--- config.mk ---
export PLATFORM = sky130hd
export DESIGN_NAME = hea_front
export DESIGN_NICKNAME = d
export VERILOG_FILES = /design/src/hw/rtl/hea_pkg.sv /design/src/hw/rtl/hea_front.sv
export SDC_FILE = /design/constraint.sdc
export NUM_CORES = 1
export LEC_CHECK = 0
export BUFFER_PORTS_ARGS = -buffer_cell sky130_fd_sc_hd__buf_4
export CAP_MARGIN = 30
export CORE_ASPECT_RATIO = 1.2
export CORE_MARGIN = 2
export CORE_UTILIZATION = 58
export CTS_CLUSTER_SIZE = 12
export DETAILED_ROUTE_END_ITERATION = 10
export PLACE_DENSITY = 0.85
export SLEW_MARGIN = 20
export SYNTH_ARGS = -nofsm -noshare
export SYNTH_HDL_FRONTEND = slang
export SYNTH_SLANG_ARGS = --single-unit
--- constraint.sdc ---
create_clock -name i_clk -period 11.8 [get_ports i_clk]
set_clock_uncertainty 0.1 [all_clocks]
set_input_delay 2.36 -clock i_clk [delete_from_list [all_inputs] [get_ports i_clk]]
set_output_delay 2.36 -clock i_clk [all_outputs]
set_load 0.02 [all_outputs]
--- src/hw/rtl/hea_pkg.sv ---
// Package for the histogram entropy accumulator.
// Holds the shared queue entry type and fixed constants; no dependencies.
package hea_pkg;
    localparam int SUM_BITS = 40;
    localparam int SUM_FRAC = 32;
    localparam int OUT_BITS = 21;
    localparam int CNT_W    = 32;

    // One classified bin handed from the front to the back.
    typedef struct packed {
        logic [CNT_W-1:0] count;
        logic [CNT_W-1:0] total;
        logic             work;   // term must be computed
        logic             err;    // bin is an error
        logic             last;
    } t_entry;

    typedef enum logic [2:0] {
        S_IDLE, S_DIV, S_LOGN, S_LOGC, S_MUL, S_ACC, S_OUT
    } t_state;
endpackage

--- src/hw/rtl/hea_front.sv ---
// Front end: accepts bins, classifies them and writes a two-entry queue.
// Depends on hea_pkg.
module hea_front #(
    parameter int COUNT_BITS = 32
) (
    input  logic                 i_clk,
    input  logic                 i_rst_n,
    input  logic                 s_axis_tvalid,
    output logic                 s_axis_tready,
    input  logic [31:0]          s_axis_tdata,
    input  logic                 s_axis_tlast,
    input  logic [31:0]          i_total,
    output logic                 o_q_valid,
    output hea_pkg::t_entry      o_q_data,
    input  logic                 i_q_pop
);
    import hea_pkg::*;

    t_entry     r_mem [2];
    logic       r_wp, r_rp;
    logic [1:0] r_cnt;
    t_entry     w_ent;
    logic [CNT_W-1:0] w_c, w_n;
    logic       w_push;

    // Classify the bin against the current total.
    always_comb begin
        w_c = CNT_W'(s_axis_tdata[COUNT_BITS-1:0]);
        w_n = CNT_W'(i_total[COUNT_BITS-1:0]);
        w_ent.count = w_c;
        w_ent.total = w_n;
        w_ent.err   = (w_n == '0) || (w_c > w_n);
        w_ent.work  = !w_ent.err && (w_c != '0) && (w_c != w_n);
        w_ent.last  = s_axis_tlast;
    end

    assign s_axis_tready = (r_cnt != 2'd2);
    assign w_push = s_axis_tvalid && s_axis_tready;
    assign o_q_valid = (r_cnt != 2'd0);
    assign o_q_data = r_mem[r_rp];

    // Queue storage.
    always_ff @(posedge i_clk) begin
        if (w_push) r_mem[r_wp] <= w_ent;
    end

    // Queue pointers.
    always_ff @(posedge i_clk) begin
        if (!i_rst_n) begin
            r_wp <= 1'b0; r_rp <= 1'b0; r_cnt <= 2'd0;
        end else begin
            if (w_push) r_wp <= ~r_wp;
            if (i_q_pop) r_rp <= ~r_rp;
            r_cnt <= r_cnt + 2'(w_push) - 2'(i_q_pop);
        end
    end
endmodule

==> out/qor_table.md, run 1 <==
| Metric | Value | Unit |
|---|---|---|
| Run status | completed | - |
| Global-route wire length before repair | 20.1 | mm |
| Total negative slack | 0 | ns |
| Clk network pwr share | 37.6 | % |
| Number of buffers inserted for hold repair after clock tree synthesis | 0 | - |
| Inserted Diodes | 0 | - |
| Leakage power figure | 3.12 | nW |
| Number of routed nets with antenna violations | 0 | - |
| Top achievable clock speed | 0.224 | GHz |
| CTS clk-pin slew, worst paths | 0.06 | ns |
| Number of instances in the synthesized netlist | 371 | - |
| Post-synth top area share | 66.8 | % |
| Critical path capture point type | output port | - |
| Max-slew headroom at the worst pin | 39.8 | % |
| Overall die area | 0.0112 | mm² |
| Area inside the core boundary | 0.0101 | mm² |
| RSZ-0062 raised after global routing | false | - |
| RD Place Congestion | 0.764 | - |
| Flop-to-flop setup slack | 9.46 | ns |
| Count of standard-cell rows | 40 | - |
| Fraction of final layout cells sized beyond drive strength 1 | 45.3 | % |
| Number of buffers added on ports | 137 | - |
| Detail-routed via count per cell | 5.72 | - |
| Mean cell area of the mapped netlist | 16.2 | µm² |
| Iteration count of the initial detailed-routing pass | 4 | - |
| Main flop type after synthesis | edfxtp_1 | - |
| Via count | 3788 | - |
| Worst path bufs/invs | 2 | - |
| Delay of the slowest cell on the worst path | 0.68 | ns |
| Max-capacitance violation count | 0 | - |
| Net switching share of the total power | 25.1 | % |
| Pins over their slew limit | 0 | - |
| Worst slew pin tran | 0.903 | ns |
| Buffer count from post-CTS setup fixing | 0 | - |
| Element type at the critical path start | register | - |
| Reg power frac | 42.5 | % |
| Power per standard cell area | 191 | mW/mm² |
| P&R area growth vs syn | 30.3 | % |
| Fin crit share | 37.9 | % |
| Number of hold violations in the final report | 0 | - |
| Largest driver fanout on the critical path | 67 | - |
| CTS sink cnt | 139 | - |
| Final critical path time including I/O delays and setup | 4.47 | ns |
| EDFF count, synth | 134 | - |
| Resized Gates After CTS | 0 | - |
| Net switching component of the power | 0.376 | mW |
| Classification of the worst setup path | reg -> out | - |
| #FFs+latches synth | 139 | - |
| Arrival time at the worst endpoint | 2.01 | ns |
| Syn. warnings | 0 | - |
| Post-synthesis net count | 474 | - |
| Kind of cell adding the most delay to the critical path | buffers and inverters | - |
| Non-filler instance count after layout | 662 | - |
| Most common library cell in the layout ignoring fill and taps | buf_4 | - |
| DRC violations left | 0 | - |
| Unique masters post-synth | 38 | - |
| Maximum number of buffers from clock root to sink | 2 | - |
| NumNets Final | 626 | - |
| Cell type contributing the most total cell area after synthesis | edfxtp_1 | - |
| Worst-skew pair later-pin latency | 0.40 | ns |
| Dpl hpwl | 8.70 | mm |
| Cell with the most instances on the worst path | buf_4 | - |
| Height of the die | 116 | µm |
| Commonest cells after routing, fill and taps aside | 140 x buf_4, 134 x edfxtp_1, 67 x mux2_2 | - |
| Worst Hold Class | reg -> reg | - |
| Internal power component | 1.12 | mW |
| Total routing resource utilization after global routing | 23.6 | % |
| Clock Root Buffer | clkbuf_16 | - |
| Number of buffers created by CTS | 17 | - |
| Cell with the largest stage delay on the worst path | buf_4 | - |
| Worst ir drop on vdd | 129 | µV |
| Starting Density | 59.9 | % |
| Share of synthesized flip-flops with an asynchronous set or reset | 0 | % |
| CTS tree | built | - |
| H-Tree Depth | 4 | - |
| Final routed wire length divided by cell count | 19.6 | µm |
| Post-synthesis sequential area ratio | 68.5 | % |
| Cells along the critical path | buf_4 > mux2_2 > buf_4 | - |
| GRT overflow | 0 | - |
| Largest net degree at the start of global routing | 68 | - |
| Share of power burned in combinational logic | 19.9 | % |
| Number of antenna violations at the first check in global routing | 0 | - |
| Number of design-rule violations left by the first detailed-router iteration | 250 | - |
| Count of boundary I/O pins | 138 | - |
| Final WL | 13.0 | mm |
| Dpl cells | 630 | - |
| Area contributors post-synth | edfxtp_1 67%, mux2_2 13%, ha_1 7.1% | - |
| Area of the mapped netlist | 0.00602 | mm² |
| Number of global-route vias before repair | 4072 | - |
| Number of failing setup endpoints in the final timing report | 0 | - |
| Horizontal die dimension | 97.0 | µm |
| Required arrival time at the worst endpoint | 9.34 | ns |
[Yosys cell counts, types with 2 or more instances]
| master | instances |
|---|---|
| nand2_1 | 8 |
| mux2_2 | 67 |
| buf_1 | 3 |
| edfxtp_1 | 134 |
| nand4_1 | 11 |
| nor4b_1 | 2 |
| nand3_1 | 2 |
| nor2_1 | 4 |
| o21ai_0 | 5 |
| clkbuf_1 | 4 |
| dfxtp_1 | 5 |
| ha_1 | 34 |
| xnor2_1 | 2 |
| and2_1 | 5 |
| inv_1 | 34 |
| nor4_1 | 18 |
| a21oi_1 | 11 |
| a21o_1 | 2 |
[sequential cells by signal (all words and copies together) (netlist names), named ones only]
register  flops
r_wp          1
r_cnt         2
r_mem       134
r_rp          1
[power groups by stage]
stage               clock [mW]  sequential, mW  combinational, mW
global placement             0           0.641              0.292
finish                   0.563           0.636              0.298
floorplan                    0           0.645              0.172
global route             0.587           0.641              0.319
detailed placement           0           0.645              0.299
CTS                      0.568           0.636              0.301
[worst register-to-register path: stages, from the launching register on]
cell and delay (ns):
dfxtp_1 0.34, nand2b_1 0.16, nand2_1 0.15, nor2_4 0.54, buf_4 0.65
[layer usage]
metal | track usage, % | share of wire (%) | up-vias
met5 | 0 | 0 | -
met4 | 10.8 | 2.1 | 0
li1 | - | - | 1739
met1 | 26.6 | 39 | 1873
met3 | 5.61 | 5.6 | 24
met2 | 42.8 | 53 | 152
[metrics by stage]
step | total power [mW] | cell area [µm²] | setup WS (ns) | utilization, % | hold WS, ns
5_1_grt | 1.55 | 7850 | 7.22 | 78.0 | 0.512
3_3_place_gp | 0.933 | 7210 | 7.20 | 71.7 | 0.460
2_1_floorplan | 0.817 | 6020 | 5.94 | - | 0.442
3_5_place_dp | 0.944 | 7210 | 7.06 | 71.7 | 0.464
6_report | 1.50 | 7850 | 7.33 | 78.0 | 0.473
4_1_cts | 1.51 | 7850 | 7.30 | 78.0 | 0.479
[kinds of logic after synthesis]
family                   after synthesis  share of synthesized area [%]
AO/OA/AOI/OAI                         28                           3.05
XOR/XNOR                               3                          0.436
adder cells (fa/ha/maj)               34                           7.06
buffers and inverters                 41                           2.56
flip-flops                           139                           68.5
multiplexers                          67                           12.5
AND/OR/NAND/NOR                       59                           5.88
[layout make-up]
type                    instances  area [µm²]
repair buffers                140        1050
fillers                       570        2210
inverters                      34         128
multi-input cells             191        1750
well taps                     126         158
flip-flops and latches        139        4130
clock inverters                13         199
clock buffers                  19         433
[final timing paths]
check,startpoint,to,cells after the start
worst min register to register,r_rp$_SDFFE_PN0P_,register,2
worst max-delay path,register,o_q_data[49],3
worst min-delay path,r_rp$_SDFFE_PN0P_,register,2
worst max register to register,r_cnt[0]$_SDFF_PN0_,r_mem[0][51]$_DFFE_PP_,4
No activity file was read; power rests on OpenSTA's default activity.
==> run 2, diff against run 1 <==
Settings changed: CORE_UTILIZATION 58 to 54, PLACE_DENSITY 0.85 to 0.8.
Clock period 11.8 ns to 4.5 ns, I/O delays scaled along.
==> run 2 against run 1 <==
Via count down 1.1%. Hold slack better by 0.0085 ns. Final cell count up 1.4%. Sequential power rose to 2.6 times the previous value. Flip-flop and latch count did not move. Setup slack lost 5.9 ns. Register-to-register slack worse by 6.9 ns. Combinational power increased to 2.7 times the previous value. Non-clock buffer count rose by 3. Utilization decreased by 6.0 points. Sequential share of layout area shrank 0.17 points. Total power rose to 2.6 times the previous value. Critical endpoint is now o_q_data[50].
==> out/qor_table.md, run 2 (synthesis gave the netlist of run 1 again) <==
| Metric | Value | Unit |
|---|---|---|
| Number of buffers inserted for hold repair after clock tree synthesis | 0 | - |
| Reg-to-reg endpoint | r_mem[1][31]$_DFFE_PP_ | - |
| Starting Density | 55.1 | % |
| Number of design-rule violations left by the first detailed-router iteration | 157 | - |
| Count of standard-cell rows | 42 | - |
| CTS tree | built | - |
| Number of antenna violations at the first check in global routing | 0 | - |
| Number of buffers added on ports | 137 | - |
| CTS sink cnt | 139 | - |
| Final routed wire length divided by cell count | 19.4 | µm |
| Resized Gates After CTS | 0 | - |
| Post-route cell area | 0.00787 | mm² |
| CTS clk-pin slew, worst paths | 0.05 | ns |
| Arrival time at the worst endpoint | 2.03 | ns |
| Horizontal die dimension | 100 | µm |
| Worst R2R Path Depth | 3 | - |
| Number of cells on the worst hold path | 2 | - |
| Layout filler cell count | 727 | - |
| RD Place Congestion | 0.813 | - |
| Register containing the most flip-flops in the final layout | r_mem | - |
| Launch instance of the worst register-to-register path | r_cnt[0]$_SDFF_PN0_ | - |
| Iteration count of the initial detailed-routing pass | 4 | - |
| Maximum number of buffers from clock root to sink | 2 | - |
| Critical path capture point type | output port | - |
| Global-route wire length before repair | 19.9 | mm |
| Detail-routed via count per cell | 5.59 | - |
| Element type at the critical path start | register | - |
| Count of boundary I/O pins | 138 | - |
| Final WL | 13.0 | mm |
| Number of global-route vias before repair | 3864 | - |
| Flop-to-flop setup slack | 2.54 | ns |
| Worst-skew pair later-pin latency | 0.41 | ns |
| Pins over their slew limit | 0 | - |
| H-Tree Depth | 4 | - |
| Height of the die | 120 | µm |
| Post-Place Cell Area | 0.00724 | mm² |
| Leakage power figure | 3.14 | nW |
| Number of hold violations in the final report | 0 | - |
| Max-capacitance violation count | 0 | - |
| Worst ir drop on vdd | 445 | µV |
| Number of failing setup endpoints in the final timing report | 0 | - |
| P&R area growth vs syn | 30.7 | % |
| Commonest cells after routing, fill and taps aside | 142 x buf_4, 134 x edfxtp_1, 67 x mux2_2 | - |
| DRC violations left | 0 | - |
| Number of buffers created by CTS | 17 | - |
| Total negative slack | 0 | ns |
| Launch point of the worst hold path | r_rp$_SDFFE_PN0P_ | - |
| Most common library cell in the layout ignoring fill and taps | buf_4 | - |
| Buffer count from post-CTS setup fixing | 0 | - |
| Largest driver fanout on the critical path | 67 | - |
| Registers with the most flip-flops | r_mem x134, r_cnt x2 | - |
| Largest net degree at the start of global routing | 68 | - |
| Fraction of final layout cells sized beyond drive strength 1 | 45.6 | % |
| Number of routed nets with antenna violations | 0 | - |
| Top achievable clock speed | 0.330 | GHz |
| Max-slew headroom at the worst pin | 39.6 | % |
| Required arrival time at the worst endpoint | 3.50 | ns |
| Power per standard cell area | 496 | mW/mm² |
| Worst Hold Class | reg -> reg | - |
| Total routing resource utilization after global routing | 22.4 | % |
| Clock Root Buffer | clkbuf_16 | - |
| Final critical path time including I/O delays and setup | 3.03 | ns |
| Inserted Diodes | 0 | - |
| Dpl hpwl | 8.99 | mm |
| Flip-flop count of the largest register, all copies and words added | 134 | - |
| NumNets Final | 629 | - |
| GRT overflow | 0 | - |
| RSZ-0062 raised after global routing | false | - |
| Overall die area | 0.0120 | mm² |
| Overall power after layout | 3.90 | mW |
| Classification of the worst setup path | reg -> out | - |
| Area inside the core boundary | 0.0109 | mm² |
| Via count | 3748 | - |
| Worst slew pin tran | 0.907 | ns |
| Fin crit share | 67.4 | % |
| Run status | completed | - |
==> run 2: cell count changes in the layout (fill, tap and decap cells not counted), sizes merged <==
| cell | before | now |
|---|---|---|
| clkinvlp | 2 | 1 |
| bufinv | 5 | 4 |
| clkinv | 6 | 3 |
| clkbuf | 19 | 24 |
| buf | 140 | 143 |
==> run 2: power breakdown <==
part           switching (mW)  leakage (nW)  internal [mW]
clock                   0.484         0.298          0.954
sequential             0.0400          1.29           1.62
combinational           0.451          1.55          0.350
total                   0.975          3.14           2.93
==> run 2: final cells by class <==
class	instances	area, µm²	area share [%]
timing repair buffer	143	1090	13.8
clock buffer	24	472	5.99
sequential	139	4130	52.4
tap	132	165	2.10
multi-input combinational	191	1750	22.3
clock inverter	8	143	1.81
inverter	34	128	1.62
==> run 2: metrics by stage <==
stage	worst slack (ns)	utilization, %	instances	hold WS [ns]
floorplan	0.0970	-	371	0.442
global placement	1.35	66.2	638	0.460
detailed placement	1.28	66.2	638	0.477
finish	1.47	72.0	671	0.481
global route	1.35	72.0	671	0.500
CTS	1.42	71.8	670	0.487
==> run 2: worst max path at each step <==
stage | startpoint | to | slack (ns) | cells past startpoint
2_1_floorplan | s_axis_tvalid | r_mem[0][0]$_DFFE_PP_ | 0.1 | 2
3_3_place_gp | s_axis_tdata[14] | r_mem[0][2]$_DFFE_PP_ | 1.35 | 7
3_5_place_dp | s_axis_tdata[14] | r_mem[0][2]$_DFFE_PP_ | 1.28 | 7
4_1_cts | register | o_q_data[38] | 1.42 | 3
5_1_grt | register | o_q_data[38] | 1.35 | 3
6_report | register | o_q_data[50] | 1.47 | 3
==> run 2: routing by layer <==
layer | vias to the layer above | part of all wire, % | global-route usage, % | routed length (µm)
met5 | - | 0 | 0 | 0
met4 | 0 | 2.0 | 9.67 | 265
met3 | 23 | 4.9 | 4.95 | 637
met2 | 117 | 54 | 39.1 | 7000
met1 | 1857 | 39 | 26.5 | 5130
li1 | 1751 | - | - | -
==> run 2: critical path, stage by stage, from the launching register on <==
cell	delay, ns
dfxtp_2	0.31
buf_4	0.69
mux2_2	0.42
buf_4	0.16
